**src/hdl/proximity_avoidance_mixer_core_macros.svh**
```systemverilog
// ----------------------------------------------------------------------------
// Assertion macros for the proximity avoidance mixer
// Shorthand for the clocked, reset-qualified checks in the top level.
// ----------------------------------------------------------------------------
`ifndef PROXIMITY_AVOIDANCE_MIXER_CORE_MACROS_SVH
`define PROXIMITY_AVOIDANCE_MIXER_CORE_MACROS_SVH

// Consequent must hold in the same cycle as the antecedent.
`define PAM_ASSERT_NOW(lbl, clk, rst_n, ante, cons, msg) \
  lbl: assert property (@(posedge clk) disable iff (!rst_n) (ante) |-> (cons)) \
    else $error(msg);

// Consequent must hold in the cycle after the antecedent.
`define PAM_ASSERT_NEXT(lbl, clk, rst_n, ante, cons, msg) \
  lbl: assert property (@(posedge clk) disable iff (!rst_n) (ante) |=> (cons)) \
    else $error(msg);

`endif

```
**src/hdl/pam_pkg.sv**
```systemverilog
// ----------------------------------------------------------------------------
// pam_pkg
// Shared constants, weight table and types of the proximity avoidance mixer.
// ----------------------------------------------------------------------------
`default_nettype none

package pam_pkg;

  localparam int SENSOR_COUNT   = 8;
  localparam int SENSOR_BITS    = 12;
  localparam int WEIGHT_ENTRIES = 16;
  localparam int WEIGHT_BITS    = 8;
  localparam int WIDX_BITS      = $clog2(WEIGHT_ENTRIES);

  localparam int REQ_BITS      = 11;
  localparam int SPEED_BITS    = 11;
  localparam int BASE_BITS     = 10;
  localparam int LIMIT_BITS    = 10;
  localparam int THRESH_BITS   = 15;
  localparam int CFG_ADDR_BITS = 2;
  localparam int CFG_DATA_BITS = 15;

  localparam int SUM_DIVISOR  = 300;
  localparam int FULL_SCALE   = 4096;
  localparam int REDUCE_SHIFT = $clog2(2 * FULL_SCALE);

  // Datapath widths.
  localparam int PROD_W    = SENSOR_BITS + WEIGHT_BITS;
  localparam int SUM_W     = PROD_W + $clog2(SENSOR_COUNT);
  localparam int TOT_W     = SENSOR_BITS + $clog2(SENSOR_COUNT);
  localparam int MAG_W     = SUM_W;
  localparam int DIV_SHIFT = MAG_W + 1;
  localparam longint RECIP = (longint'(1) << DIV_SHIFT) / SUM_DIVISOR;
  localparam int RECIP_W   = DIV_SHIFT - $clog2(SUM_DIVISOR) + 1;
  localparam int Q_W       = MAG_W - $clog2(SUM_DIVISOR) + 1;
  localparam int QS_W      = Q_W + 1;
  localparam int RP_W      = REQ_BITS + SENSOR_BITS + 1;
  localparam int RED_W     = ((RP_W - REDUCE_SHIFT > REQ_BITS) ?
                              (RP_W - REDUCE_SHIFT) : REQ_BITS) + 1;
  localparam int MIX_W     = ((QS_W > RED_W) ? QS_W : RED_W) + 2;
  localparam int CMP_W     = (TOT_W > THRESH_BITS) ? TOT_W : THRESH_BITS;

  localparam int IN_DATA_BITS  = ((SENSOR_COUNT * SENSOR_BITS + 2 * REQ_BITS + 7) / 8) * 8;
  localparam int OUT_DATA_BITS = ((2 * SPEED_BITS + 7) / 8) * 8;

  localparam logic signed [BASE_BITS-1:0] BASE_RESET      = 10'sd150;
  localparam logic [LIMIT_BITS-1:0]       LIMIT_RESET     = 10'd800;
  localparam logic [THRESH_BITS-1:0]      THRESHOLD_RESET = 15'd2400;

  typedef enum logic [CFG_ADDR_BITS-1:0] {
    CFG_BASE_OFFSET        = 2'd0,
    CFG_SPEED_LIMIT        = 2'd1,
    CFG_ACTIVITY_THRESHOLD = 2'd2
  } cfg_index_t;

  typedef logic [SENSOR_BITS-1:0]        sensor_t;
  typedef logic signed [WEIGHT_BITS-1:0] weight_t;
  typedef logic signed [PROD_W-1:0]      prod_t;
  typedef logic signed [SUM_W-1:0]       sum_t;
  typedef logic [TOT_W-1:0]              total_t;
  typedef logic signed [REQ_BITS-1:0]    req_t;
  typedef logic signed [SPEED_BITS-1:0]  speed_t;

  // Right sum uses entries 0..N-1, left sum the entries after them.
  localparam weight_t WEIGHT_TABLE [WEIGHT_ENTRIES] = '{
    8'sd17,  8'sd29,  8'sd34,  8'sd10,  8'sd8,  -8'sd38, -8'sd56, -8'sd76,
    -8'sd72, -8'sd58, -8'sd36, 8'sd8,   8'sd10, 8'sd36,  8'sd28,  8'sd18
  };

  typedef struct packed {
    prod_t   prod_right;
    prod_t   prod_left;
    sensor_t sensor;
  } lane_out_t;

  typedef struct packed {
    sum_t    sum_right;
    sum_t    sum_left;
    total_t  total;
    sensor_t peak;
    req_t    req_left;
    req_t    req_right;
  } frame_sum_t;

  typedef struct packed {
    logic signed [BASE_BITS-1:0] base_offset;
    logic [LIMIT_BITS-1:0]       speed_limit;
    logic [THRESH_BITS-1:0]      activity_threshold;
  } cfg_t;

  typedef struct packed {
    logic s1;
    logic s2;
    logic s3;
    logic s4;
    logic s5;
    logic so;
  } stage_en_t;

  // Sensors whose entry falls past the table get no weight.
  function automatic weight_t weight_at(input int idx);
    weight_t               w;
    logic [WIDX_BITS-1:0]  ix;
    ix = idx[WIDX_BITS-1:0];
    w  = '0;
    if (idx < WEIGHT_ENTRIES) begin
      w = WEIGHT_TABLE[ix];
    end
    return w;
  endfunction

endpackage

`default_nettype wire

```
**src/hdl/pam_lane.sv**
```systemverilog
// ----------------------------------------------------------------------------
// pam_lane
// One sensor lane: weights the reading for the right and the left sum.
// ----------------------------------------------------------------------------
`default_nettype none

module pam_lane
  import pam_pkg::*;
(
  input  logic      clk,
  input  logic      en,
  input  sensor_t   sensor,
  input  weight_t   w_right,
  input  weight_t   w_left,
  output lane_out_t lane_q
);

  prod_t   sens_x;
  prod_t   wr_x;
  prod_t   wl_x;
  prod_t   prod_right_r;
  prod_t   prod_left_r;
  sensor_t sensor_r;

  assign sens_x = prod_t'({1'b0, sensor});
  assign wr_x   = prod_t'(w_right);
  assign wl_x   = prod_t'(w_left);

  always_ff @(posedge clk) begin
    if (en) begin
      prod_right_r <= sens_x * wr_x;
      prod_left_r  <= sens_x * wl_x;
      sensor_r     <= sensor;
    end
  end

  assign lane_q = '{prod_right: prod_right_r, prod_left: prod_left_r, sensor: sensor_r};

endmodule

`default_nettype wire

```
**src/hdl/pam_merge.sv**
```systemverilog
// ----------------------------------------------------------------------------
// pam_merge
// Combines the lanes: both weighted sums, the reading total and the peak.
// ----------------------------------------------------------------------------
`default_nettype none

module pam_merge
  import pam_pkg::*;
(
  input  logic       clk,
  input  logic       en,
  input  lane_out_t  lanes [SENSOR_COUNT],
  input  req_t       req_left,
  input  req_t       req_right,
  output frame_sum_t frame_q
);

  sum_t       acc_right;
  sum_t       acc_left;
  total_t     acc_total;
  sensor_t    acc_peak;
  frame_sum_t frame_r;

  always_comb begin
    acc_right = '0;
    acc_left  = '0;
    acc_total = '0;
    acc_peak  = '0;
    for (int i = 0; i < SENSOR_COUNT; i++) begin
      acc_right = acc_right + sum_t'($signed(lanes[i].prod_right));
      acc_left  = acc_left + sum_t'($signed(lanes[i].prod_left));
      acc_total = acc_total + total_t'(lanes[i].sensor);
      if (lanes[i].sensor > acc_peak) begin
        acc_peak = lanes[i].sensor;
      end
    end
  end

  always_ff @(posedge clk) begin
    if (en) begin
      frame_r.sum_right <= acc_right;
      frame_r.sum_left  <= acc_left;
      frame_r.total     <= acc_total;
      frame_r.peak      <= acc_peak;
      frame_r.req_left  <= req_left;
      frame_r.req_right <= req_right;
    end
  end

  assign frame_q = frame_r;

endmodule

`default_nettype wire

```
**src/hdl/pam_post.sv**
```systemverilog
// ----------------------------------------------------------------------------
// pam_post
// Scales the sums by 1/300, reduces the requests near obstacles and clamps.
// ----------------------------------------------------------------------------
`default_nettype none

module pam_post
  import pam_pkg::*;
(
  input  logic       clk,
  input  stage_en_t  en,
  input  cfg_t       cfg,
  input  frame_sum_t frame,
  output speed_t     left_speed,
  output speed_t     right_speed
);

  // Stage 3: magnitudes, request products, activity flag.
  sum_t                    sum_l_s;
  sum_t                    sum_r_s;
  logic [MAG_W-1:0]        mag_l;
  logic [MAG_W-1:0]        mag_r;
  logic signed [RP_W-1:0]  rp_l;
  logic signed [RP_W-1:0]  rp_r;
  logic signed [RP_W-1:0]  peak_x;
  logic                    active;

  logic [MAG_W-1:0]        mag_l_r;
  logic [MAG_W-1:0]        mag_r_r;
  logic                    neg_l_r;
  logic                    neg_r_r;
  logic signed [RP_W-1:0]  rp_l_r;
  logic signed [RP_W-1:0]  rp_r_r;
  req_t                    req_l_r;
  req_t                    req_r_r;
  logic                    active_r;

  assign sum_l_s = $signed(frame.sum_left);
  assign sum_r_s = $signed(frame.sum_right);
  assign mag_l   = MAG_W'(sum_l_s[SUM_W-1] ? -sum_l_s : sum_l_s);
  assign mag_r   = MAG_W'(sum_r_s[SUM_W-1] ? -sum_r_s : sum_r_s);
  assign peak_x  = RP_W'({1'b0, frame.peak});
  assign rp_l    = RP_W'($signed(frame.req_left)) * peak_x;
  assign rp_r    = RP_W'($signed(frame.req_right)) * peak_x;
  assign active  = CMP_W'(frame.total) > CMP_W'(cfg.activity_threshold);

  always_ff @(posedge clk) begin
    if (en.s3) begin
      mag_l_r  <= mag_l;
      mag_r_r  <= mag_r;
      neg_l_r  <= sum_l_s[SUM_W-1];
      neg_r_r  <= sum_r_s[SUM_W-1];
      rp_l_r   <= rp_l;
      rp_r_r   <= rp_r;
      req_l_r  <= $signed(frame.req_left);
      req_r_r  <= $signed(frame.req_right);
      active_r <= active;
    end
  end

  // Stage 4: quotient estimate by reciprocal, which is the true quotient or
  // one below it; requests reduced with truncation toward zero.
  logic [MAG_W+RECIP_W-1:0] pm_l;
  logic [MAG_W+RECIP_W-1:0] pm_r;
  logic signed [RP_W-1:0]   rpb_l;
  logic signed [RP_W-1:0]   rpb_r;
  logic signed [RP_W-1:0]   adj_full_l;
  logic signed [RP_W-1:0]   adj_full_r;
  logic signed [RED_W-1:0]  req_l_x;
  logic signed [RED_W-1:0]  req_r_x;
  logic signed [RED_W-1:0]  red_l;
  logic signed [RED_W-1:0]  red_r;

  logic [Q_W-1:0]           q0_l_r;
  logic [Q_W-1:0]           q0_r_r;
  logic [MAG_W-1:0]         mag4_l_r;
  logic [MAG_W-1:0]         mag4_r_r;
  logic                     neg4_l_r;
  logic                     neg4_r_r;
  logic signed [RED_W-1:0]  red_l_r;
  logic signed [RED_W-1:0]  red_r_r;

  localparam logic signed [RP_W-1:0] ROUND_BIAS = RP_W'((1 << REDUCE_SHIFT) - 1);

  assign pm_l       = MAG_W'(mag_l_r) * RECIP_W'(RECIP);
  assign pm_r       = MAG_W'(mag_r_r) * RECIP_W'(RECIP);
  assign rpb_l      = rp_l_r + (rp_l_r[RP_W-1] ? ROUND_BIAS : '0);
  assign rpb_r      = rp_r_r + (rp_r_r[RP_W-1] ? ROUND_BIAS : '0);
  assign adj_full_l = rpb_l >>> REDUCE_SHIFT;
  assign adj_full_r = rpb_r >>> REDUCE_SHIFT;
  assign req_l_x    = RED_W'(req_l_r);
  assign req_r_x    = RED_W'(req_r_r);
  assign red_l      = active_r ? (req_l_x - adj_full_l[RED_W-1:0]) : req_l_x;
  assign red_r      = active_r ? (req_r_x - adj_full_r[RED_W-1:0]) : req_r_x;

  always_ff @(posedge clk) begin
    if (en.s4) begin
      q0_l_r   <= pm_l[DIV_SHIFT +: Q_W];
      q0_r_r   <= pm_r[DIV_SHIFT +: Q_W];
      mag4_l_r <= mag_l_r;
      mag4_r_r <= mag_r_r;
      neg4_l_r <= neg_l_r;
      neg4_r_r <= neg_r_r;
      red_l_r  <= red_l;
      red_r_r  <= red_r;
    end
  end

  // Stage 5: remainder check fixes the quotient, sign and offset applied.
  logic [MAG_W-1:0]         rem_l;
  logic [MAG_W-1:0]         rem_r;
  logic [Q_W-1:0]           q_l;
  logic [Q_W-1:0]           q_r;
  logic signed [QS_W-1:0]   qs_l;
  logic signed [QS_W-1:0]   qs_r;
  logic signed [MIX_W-1:0]  base_x;

  logic signed [MIX_W-1:0]  mix_l_r;
  logic signed [MIX_W-1:0]  mix_r_r;
  logic signed [RED_W-1:0]  red5_l_r;
  logic signed [RED_W-1:0]  red5_r_r;

  assign rem_l  = mag4_l_r - MAG_W'(q0_l_r) * MAG_W'(SUM_DIVISOR);
  assign rem_r  = mag4_r_r - MAG_W'(q0_r_r) * MAG_W'(SUM_DIVISOR);
  assign q_l    = q0_l_r + Q_W'(rem_l >= MAG_W'(SUM_DIVISOR));
  assign q_r    = q0_r_r + Q_W'(rem_r >= MAG_W'(SUM_DIVISOR));
  assign qs_l   = neg4_l_r ? -QS_W'({1'b0, q_l}) : QS_W'({1'b0, q_l});
  assign qs_r   = neg4_r_r ? -QS_W'({1'b0, q_r}) : QS_W'({1'b0, q_r});
  assign base_x = MIX_W'($signed(cfg.base_offset));

  always_ff @(posedge clk) begin
    if (en.s5) begin
      mix_l_r  <= MIX_W'(qs_l) + base_x;
      mix_r_r  <= MIX_W'(qs_r) + base_x;
      red5_l_r <= red_l_r;
      red5_r_r <= red_r_r;
    end
  end

  // Output stage: request added, then the symmetric clamp.
  logic signed [MIX_W-1:0] tot_l;
  logic signed [MIX_W-1:0] tot_r;
  logic signed [MIX_W-1:0] lim_pos;
  logic signed [MIX_W-1:0] lim_neg;
  logic signed [MIX_W-1:0] clamp_l;
  logic signed [MIX_W-1:0] clamp_r;
  speed_t                  left_r;
  speed_t                  right_r;

  assign tot_l   = mix_l_r + MIX_W'(red5_l_r);
  assign tot_r   = mix_r_r + MIX_W'(red5_r_r);
  assign lim_pos = MIX_W'({1'b0, cfg.speed_limit});
  assign lim_neg = -lim_pos;

  always_comb begin
    clamp_l = tot_l;
    if (tot_l > lim_pos) begin
      clamp_l = lim_pos;
    end else if (tot_l < lim_neg) begin
      clamp_l = lim_neg;
    end
    clamp_r = tot_r;
    if (tot_r > lim_pos) begin
      clamp_r = lim_pos;
    end else if (tot_r < lim_neg) begin
      clamp_r = lim_neg;
    end
  end

  always_ff @(posedge clk) begin
    if (en.so) begin
      left_r  <= clamp_l[SPEED_BITS-1:0];
      right_r <= clamp_r[SPEED_BITS-1:0];
    end
  end

  assign left_speed  = left_r;
  assign right_speed = right_r;

endmodule

`default_nettype wire

```
**src/hdl/proximity_avoidance_mixer_core.sv**
```systemverilog
// Throughput: one request per cycle, set by the six-stage pipeline in which
// every stage holds its own valid bit and stalls only when the one below is
// full and stalled. Synchronous active-low reset clears the valid bits and
// loads the registers with base_offset 150, speed_limit 800 and threshold 2400.
// ----------------------------------------------------------------------------
// proximity_avoidance_mixer_core
// Obstacle avoidance mixer: eight weighted sensor lanes, a merge stage and
// a scaling and clamping back end.
// ----------------------------------------------------------------------------
`default_nettype none

`include "proximity_avoidance_mixer_core_macros.svh"

module proximity_avoidance_mixer_core
  import pam_pkg::*;
(
  input  logic                     clk,
  input  logic                     rst_n,

  input  logic                     cfg_we,
  input  logic [CFG_ADDR_BITS-1:0] cfg_addr,
  input  logic [CFG_DATA_BITS-1:0] cfg_wdata,

  input  logic                     in_tvalid,
  output logic                     in_tready,
  // sensor_0 .. sensor_7, request_left, request_right; zero padded
  input  logic [IN_DATA_BITS-1:0]  in_tdata,

  output logic                     out_tvalid,
  input  logic                     out_tready,
  // left_speed, right_speed; zero padded
  output logic [OUT_DATA_BITS-1:0] out_tdata
);

  cfg_t cfg_r;

  always_ff @(posedge clk) begin
    if (!rst_n) begin
      cfg_r.base_offset        <= BASE_RESET;
      cfg_r.speed_limit        <= LIMIT_RESET;
      cfg_r.activity_threshold <= THRESHOLD_RESET;
    end else if (cfg_we) begin
      case (cfg_index_t'(cfg_addr))
        CFG_BASE_OFFSET: begin
          cfg_r.base_offset <= cfg_wdata[BASE_BITS-1:0];
        end
        CFG_SPEED_LIMIT: begin
          cfg_r.speed_limit <= cfg_wdata[LIMIT_BITS-1:0];
        end
        CFG_ACTIVITY_THRESHOLD: begin
          cfg_r.activity_threshold <= cfg_wdata[THRESH_BITS-1:0];
        end
        default: begin
        end
      endcase
    end
  end

  // Pipeline control: each stage loads when it is empty or its contents move on.
  logic [4:0] v_r;
  logic       out_valid_r;
  stage_en_t  en;

  always_comb begin
    en.so = !out_valid_r || out_tready;
    en.s5 = !v_r[4] || en.so;
    en.s4 = !v_r[3] || en.s5;
    en.s3 = !v_r[2] || en.s4;
    en.s2 = !v_r[1] || en.s3;
    en.s1 = !v_r[0] || en.s2;
  end

  always_ff @(posedge clk) begin
    if (!rst_n) begin
      v_r         <= '0;
      out_valid_r <= 1'b0;
    end else begin
      if (en.s1) begin
        v_r[0] <= in_tvalid;
      end
      if (en.s2) begin
        v_r[1] <= v_r[0];
      end
      if (en.s3) begin
        v_r[2] <= v_r[1];
      end
      if (en.s4) begin
        v_r[3] <= v_r[2];
      end
      if (en.s5) begin
        v_r[4] <= v_r[3];
      end
      if (en.so) begin
        out_valid_r <= v_r[4];
      end
    end
  end

  assign in_tready  = en.s1;
  assign out_tvalid = out_valid_r;

  // Stage 1: sensor lanes and the requests beside them.
  lane_out_t lanes [SENSOR_COUNT];
  req_t      req_left_r;
  req_t      req_right_r;

  for (genvar i = 0; i < SENSOR_COUNT; i++) begin : g_lane
    pam_lane u_lane (
      .clk     (clk),
      .en      (en.s1),
      .sensor  (in_tdata[i*SENSOR_BITS +: SENSOR_BITS]),
      .w_right (weight_at(i)),
      .w_left  (weight_at(i + SENSOR_COUNT)),
      .lane_q  (lanes[i])
    );
  end

  always_ff @(posedge clk) begin
    if (en.s1) begin
      req_left_r  <= in_tdata[SENSOR_COUNT*SENSOR_BITS +: REQ_BITS];
      req_right_r <= in_tdata[SENSOR_COUNT*SENSOR_BITS + REQ_BITS +: REQ_BITS];
    end
  end

  // Stage 2: merge.
  frame_sum_t frame;

  pam_merge u_merge (
    .clk       (clk),
    .en        (en.s2),
    .lanes     (lanes),
    .req_left  (req_left_r),
    .req_right (req_right_r),
    .frame_q   (frame)
  );

  // Stages 3 to 5 and the output register.
  speed_t left_speed;
  speed_t right_speed;

  pam_post u_post (
    .clk         (clk),
    .en          (en),
    .cfg         (cfg_r),
    .frame       (frame),
    .left_speed  (left_speed),
    .right_speed (right_speed)
  );

  assign out_tdata = OUT_DATA_BITS'({right_speed, left_speed});

  `PAM_ASSERT_NEXT(a_s1_load, clk, rst_n, in_tvalid && in_tready, v_r[0], "accepted request was not captured")
  `PAM_ASSERT_NEXT(a_out_load, clk, rst_n, v_r[4] && en.so, out_tvalid, "result lost at the output register")
  `PAM_ASSERT_NOW(a_backpressure, clk, rst_n, (&v_r) && out_tvalid && !out_tready, !in_tready, "full pipeline accepted a request")

endmodule

`default_nettype wire

```
**config.mk**
```make
export PLATFORM = sky130hd
export DESIGN_NAME = proximity_avoidance_mixer_core
export DESIGN_NICKNAME = d
export VERILOG_FILES = /design/src/hdl/pam_pkg.sv /design/src/hdl/pam_lane.sv /design/src/hdl/pam_merge.sv /design/src/hdl/pam_post.sv /design/src/hdl/proximity_avoidance_mixer_core.sv
export VERILOG_INCLUDE_DIRS = /design/src /design/src/hdl
export SDC_FILE = /design/constraint.sdc
export NUM_CORES = 2
export LEC_CHECK = 0
export BUFFER_PORTS_ARGS = -buffer_cell sky130_fd_sc_hd__buf_4
export CAP_MARGIN = 20
export CORE_UTILIZATION = 55
export CTS_BUF_LIST = sky130_fd_sc_hd__clkbuf_4
export DETAILED_ROUTE_END_ITERATION = 8
export MAX_ROUTING_LAYER = met4
export PLACE_DENSITY = 0.71
export SLEW_MARGIN = 5
export SYNTH_ARGS = -nofsm -noshare
export SYNTH_HDL_FRONTEND = slang
export SYNTH_SLANG_ARGS = --single-unit
export TNS_END_PERCENT = 50
```
**constraint.sdc**
```tcl
create_clock -name clk -period 14.3 [get_ports clk]
set_input_delay 0.715 -clock clk [delete_from_list [all_inputs] [get_ports clk]]
set_output_delay 0.715 -clock clk [all_outputs]
set_load 0.05 [all_outputs]
```
Word level (Yosys, flattened, before mapping) --
Cells that the tools add are included.
Storage, ports and cells: memories 0, word-level logic and storage cells 177, RAM bits 0, memory bits (read-only) 0, latch bits 0, input port bits 142, output and inout port bits 26, register bits after elaboration 793
Operators by class: multiply operators 20, bitwise logic cells 0, reductions and logical operators 16, muxes and demuxes 20, shifts and indexed selects 0, add/subtract/negate cells 38, $lt $le $gt $ge 15, div/mod/pow operators 0, equality and inequality tests 2
Operator list (number):
- $mux W12 | 10
- $add A15 B12 Y15 | 6
- $gt A12 B12 Y1 | 7
- $mul A23 B14 Y37 const B | 2
- $add A23 B20 Y23 | 3
- $mul A12 B5 Y17 const B | 3
- $add A24 B13 Y24 | 2
- $mul A11 B13 Y24 | 2
- $add A23 B16 Y23 | 2
- $add A23 B18 Y23 | 2
- $ge A23 B9 Y1 const B | 2
- $neg A23 Y23 | 2
- $sub A23 B23 Y23 | 2
- $mul A12 B3 Y15 const B | 3
- $mux W22 | 2
- $mul A15 B7 Y21 const B | 2
- $mul A13 B6 Y19 const B | 2
- $add A18 B12 Y18 | 2
- $gt A18 B11 Y1 | 2
- $lt A18 B18 Y1 | 2
- $add A16 B10 Y17 | 2
- $mul A12 B4 Y16 const B | 2
- $mux W16 | 2
- $neg A15 Y16 | 2
- other kinds (26) | 43

Logic depth before layout (Yosys ltp) --
depth after elaboration 16, depth in mapped cells 77, gate-level depth less buffers 70

Hierarchy --
From an unflattened synthesis, not the netlist that was laid out.
Second synthesis, totals: cells, all modules 13152, area, all modules 129390.3 um^2
By module, submodules not included:
- pam_lane | times used 8, sequential area each 1561.5 um^2, area each 8299.2 um^2, cells each 869
- pam_post | times used 1, sequential area each 8918.6 um^2, area each 43601.8 um^2, cells each 4301
- pam_merge | times used 1, sequential area each 2852.7 um^2, area each 17050.1 um^2, cells each 1702
- proximity_avoidance_mixer_core | times used 1, sequential area each 1481.4 um^2, area each 2344.7 um^2, cells each 197

Worst setup path after synthesis --
OpenSTA, ideal clock, no wires.
kind register to register, start point reg g_lane[1].u_lane.sensor_r[11], end point reg u_merge.frame_r, in the netlist u_merge.frame_q[33] (data pin), data required time 14.024 ns, period minus slack after synthesis 14.624 ns, cell stages (with the launch flop) 74, library setup time 0.276 ns, arrival time 14.348 ns, slack -0.324 ns, buffers on the path 9, cell sequence edfxtp_1 -> ha_1 -> nand4_1 -> or2_2 -> a21o_1 -> a21oi_1 -> clkbuf_1 -> clkbuf_1 -> a21oi_1 -> ha_1 -> and3_1 -> a221o_1 -> a221o_1 -> o21ai_1 -> buf_2 -> buf_1 -> a21oi_1 -> inv_1 -> [38 not listed] -> mux2i_1 -> o311a_2 -> buf_2 -> nor3_1 -> a21o_1 -> ha_1 -> nor2b_1 -> o21ai_0 -> nand2b_1 -> a21oi_1 -> nor2_1 -> a211oi_1 -> o21ai_0 -> o31ai_1 -> inv_1 -> clkbuf_1 -> nor4_1 -> a311oi_2
Between the ends: cells in the longest elaborated chain, start to end 14
RTL lines:
- start, declared | line pam_lane.sv:23 | sensor_t sensor_r;
- start signal, assigned | line pam_lane.sv:33 | sensor_r <= sensor;
- $gt A12 B12 Y1 | line pam_merge.sv:33 | if (lanes[i].sensor > acc_peak) begin
- $mux W12 * | line pam_merge.sv:33
- $gt A12 B12 Y1 | line pam_merge.sv:33
- $mux W12 * | line pam_merge.sv:33
- $gt A12 B12 Y1 | line pam_merge.sv:33
- $mux W12 * | line pam_merge.sv:33
- $gt A12 B12 Y1 | line pam_merge.sv:33
- $mux W12 * | line pam_merge.sv:33
- $gt A12 B12 Y1 | line pam_merge.sv:33
- $mux W12 * | line pam_merge.sv:33
- $gt A12 B12 Y1 | line pam_merge.sv:33
- $mux W12 * | line pam_merge.sv:33
- $gt A12 B12 Y1 | line pam_merge.sv:33
- $mux W12 * | line pam_merge.sv:33
- via u_merge.acc_peak[11] | line pam_merge.sv:21 | sensor_t acc_peak;
- end, declared | line pam_merge.sv:22 | frame_sum_t frame_r;
The timed path passes the listed nets; every way through them passes the cells marked *. A chain may end at the register's enable or synchronous reset.

Worst setup path after layout --
start point reg g_lane[1].u_lane.sensor_r[11], end point reg u_merge.frame_r, in the netlist u_merge.frame_q[22] (data pin)
Same word-level chain as after synthesis.

==> flow_summary.toml <==
[run_status]
status = "completed"

[route]
viasPerCell = 5.42
drcViolationCount = 0
routed_wirelength_mm = 195
vias = 54600
postRouteAntennaNets = 0
drt_iter0_drc = 2908
avgRoutedWirePerCell_um = 19.4
drt_pass1_iterations = 5

[sta]
finalCritPeriodShare_pct = 95.4
fin_tns_setup_ns = 0
setup_viol = 0
hold_viol = 0
finClkSkew_ns = 0.0916
fin_crit_ns = 13.64
worstMarginPinSlew_ns = 1.12
rsz0062_at_grt = "false"
fmax_ghz = 0.0733
drv_slew = 0
slew_headroom_pct = 25.3

[floorplan]
start_util_pct = 55.4
ioPinCount = 168
dieArea_um2 = 148000
core_um2 = 146000
fp.dieW_um = 385
die_y_um = 385
rows = 140

[critical_path]
cp_common_cell = "nor2_1"
required_ns = 15.24
critPathKind = "flip-flop to flip-flop"
cp_max_fo = 12
crit_arrival_ns = 14.58
worstPathBufferInverterCount = 9
start_kind = "flip-flop"
cp_top_family = "compound AO/OA/AOI/OAI gates"
max_stage_delay_ns = 0.48
worst_setup_path_end_kind = "flip-flop"
slowest_stage = "edfxtp_1"

[cts]
cts_tree = "yes"
clockBufferDepth = 3
root_buffer = "clkbuf_4"
numCtsBuffers = 210
clk_pin_slew_ns = 0.06
cts_sinks = 754
clock_latency_ns = 1.25
cts_max_level = 4

[yosys]
yosys_most_used_dff = "edfxtp_1"
synth_cells = 7465
seq_area_frac_synth_pct = 27.5
async_flop_share_pct = 0
synth_edf_count = 713
ys_ff_latch = 754
synthesis.area_um2 = 80700
yosys_warnings = 0
synth_area_per_cell_um2 = 10.8
synthDistinctLibCells = 83

[final_layout]
layout-drive-gt1-share_pct = 8.76
final_common_cell = "inv_1"
final_nets = 10300
mostFrequentLayoutCells = "inv_1, ha_1, fa_1"
area_delta_synth_final_pct = 10.6
num-fill-cells = 11800

[global_route]
grt_usage_pct = 27.8
grt_overflow_total = 0
grt_pass1_wl_mm = 307
grt_pass1_vias = 57200
grt_max_degree = 77
antenna_found_initial = 13

[place]
place_hpwl_mm = 158
port_buffers = 163
gp_congestion = 0.953

[hold_path]
holdCritPathClass = "input port to flip-flop"

[flow_run]
cap_viol_max_count = 0
final timing paths:
check / startpoint / to / slack (ns) / cells after the start
worst min register to register: u_post.red_r_r[8] / u_post.red5_r_r[8] / 0.37 / 0
worst min-delay path: in_tdata[116] / req_right_r[9] / 0.18 / 2
worst max-delay path: g_lane[1].u_lane.sensor_r[11] / u_merge.frame_q[22] / 0.66 / 70
worst max register to register: g_lane[1].u_lane.sensor_r[11] / u_merge.frame_q[22] / 0.66 / 70
worst register-to-register path: cells and delay by family (launching register included):
kind / cells / cell delay [ns]
buffers and inverters: 9 / 1.43
adder cells (fa/ha/maj): 7 / 1.98
multiplexers: 5 / 1.40
flip-flops: 1 / 0.48
AND/OR/NAND/NOR: 25 / 3.36
AO/OA/AOI/OAI: 24 / 4.68
metrics by stage:
step	util [%]	instance area [um2]	cells	setup WS (ns)	hold slack (ns)
after floorplan	-	80700	7466	0.0239	0.400
after global placement	58.0	84500	9507	-0.146	0.403
after detailed placement	58.0	84500	9507	-0.348	0.405
after CTS	61.0	88800	10000	0.0325	0.0576
after global routing	61.3	89300	10100	0.00682	0.0594
final	61.3	89300	10100	0.660	0.184
routing by layer:
layer,vias to the layer above,track usage (%),routed length (um)
li1,26100,-,-
met1,26900,33.7,82200
met2,1184,47.6,97700
met3,343,3.32,7870
met4,0,10.1,7350
met5,-,-,0
flip-flops by register name, indices dropped and copies added (netlist names), 21 cells and up:
name	count
cfg_r	35
g_lane.u_lane.prod_left_r	104
g_lane.u_lane.prod_right_r	113
g_lane.u_lane.sensor_r	84
u_merge.frame_q	94
u_post.mag4_l_r	21
u_post.mag4_r_r	21
u_post.mag_l_r	22
u_post.mag_r_r	23
u_post.rp_l_r	24
u_post.rp_r_r	24
layout make-up:
class	count	area (um2)	area share, %
Inverter	1492	5610	6.28
Multi-Input combinational cell	5120	52900	59.2
Timing Repair Buffer	396	3420	3.83
Antenna cell	12	30.0	0.0336
Tap cell	1917	2400	2.69
Clock buffer	291	2180	2.45
Sequential cell	754	22200	24.9
Clock inverter	79	508	0.569
cell families after synthesis:
family | Yosys count | share of synthesized area, %
adder cells (fa/ha/maj) | 2230 | 42.3
buffers and inverters | 1593 | 7.44
AND/OR/NAND/NOR | 1158 | 7.10
AO/OA/AOI/OAI | 1150 | 9.12
flip-flops | 754 | 27.5
XOR/XNOR | 510 | 5.53
multiplexers | 69 | 0.918
other | 1 | 0.00465
synthesized netlist by cell type, types with 9 or more instances:
library cell	number	area, um2
o31ai_1	17	128
nor4_2	9	113
a221oi_1	16	140
xnor2_1	378	3310
a21oi_1	383	1920
and2_1	128	801
dfxtp_1	41	821
nand3_1	62	310
ha_1	1396	17500
o21bai_1	154	1160
nor2b_1	75	469
or4_1	13	97.6
inv_1	1492	5600
or2_2	11	68.8
a21boi_0	70	526
nor3_1	98	490
and4_1	9	78.8
nand2_1	332	1250
nor2_1	254	953
a311oi_2	10	150
or3_1	19	119
a211oi_1	13	97.6
o211ai_1	15	113
a21oi_2	11	96.3
nand2b_1	62	388
fa_1	834	16700
clkbuf_1	89	334
nand4_1	32	200
a31oi_1	9	56.3
a21o_1	125	938
o21ai_0	211	1060
mux2i_1	35	350
mux2_2	31	349
xor2_1	132	1160
o21a_1	50	375
edfxtp_1	713	21400
and3_1	20	125
timing repair:
item,CTS,global route
gates cloned,0,2
resized for setup,12,76
hold endpoints to repair,225,0
setup buffers,2,12
pin swaps,1,21
hold buffers,156,0
endpoints found under the setup margin,12,12
Power is left out: the tool's default activity adds up to more than one toggle a clock period on the data nets, which glitch-free logic cannot reach.
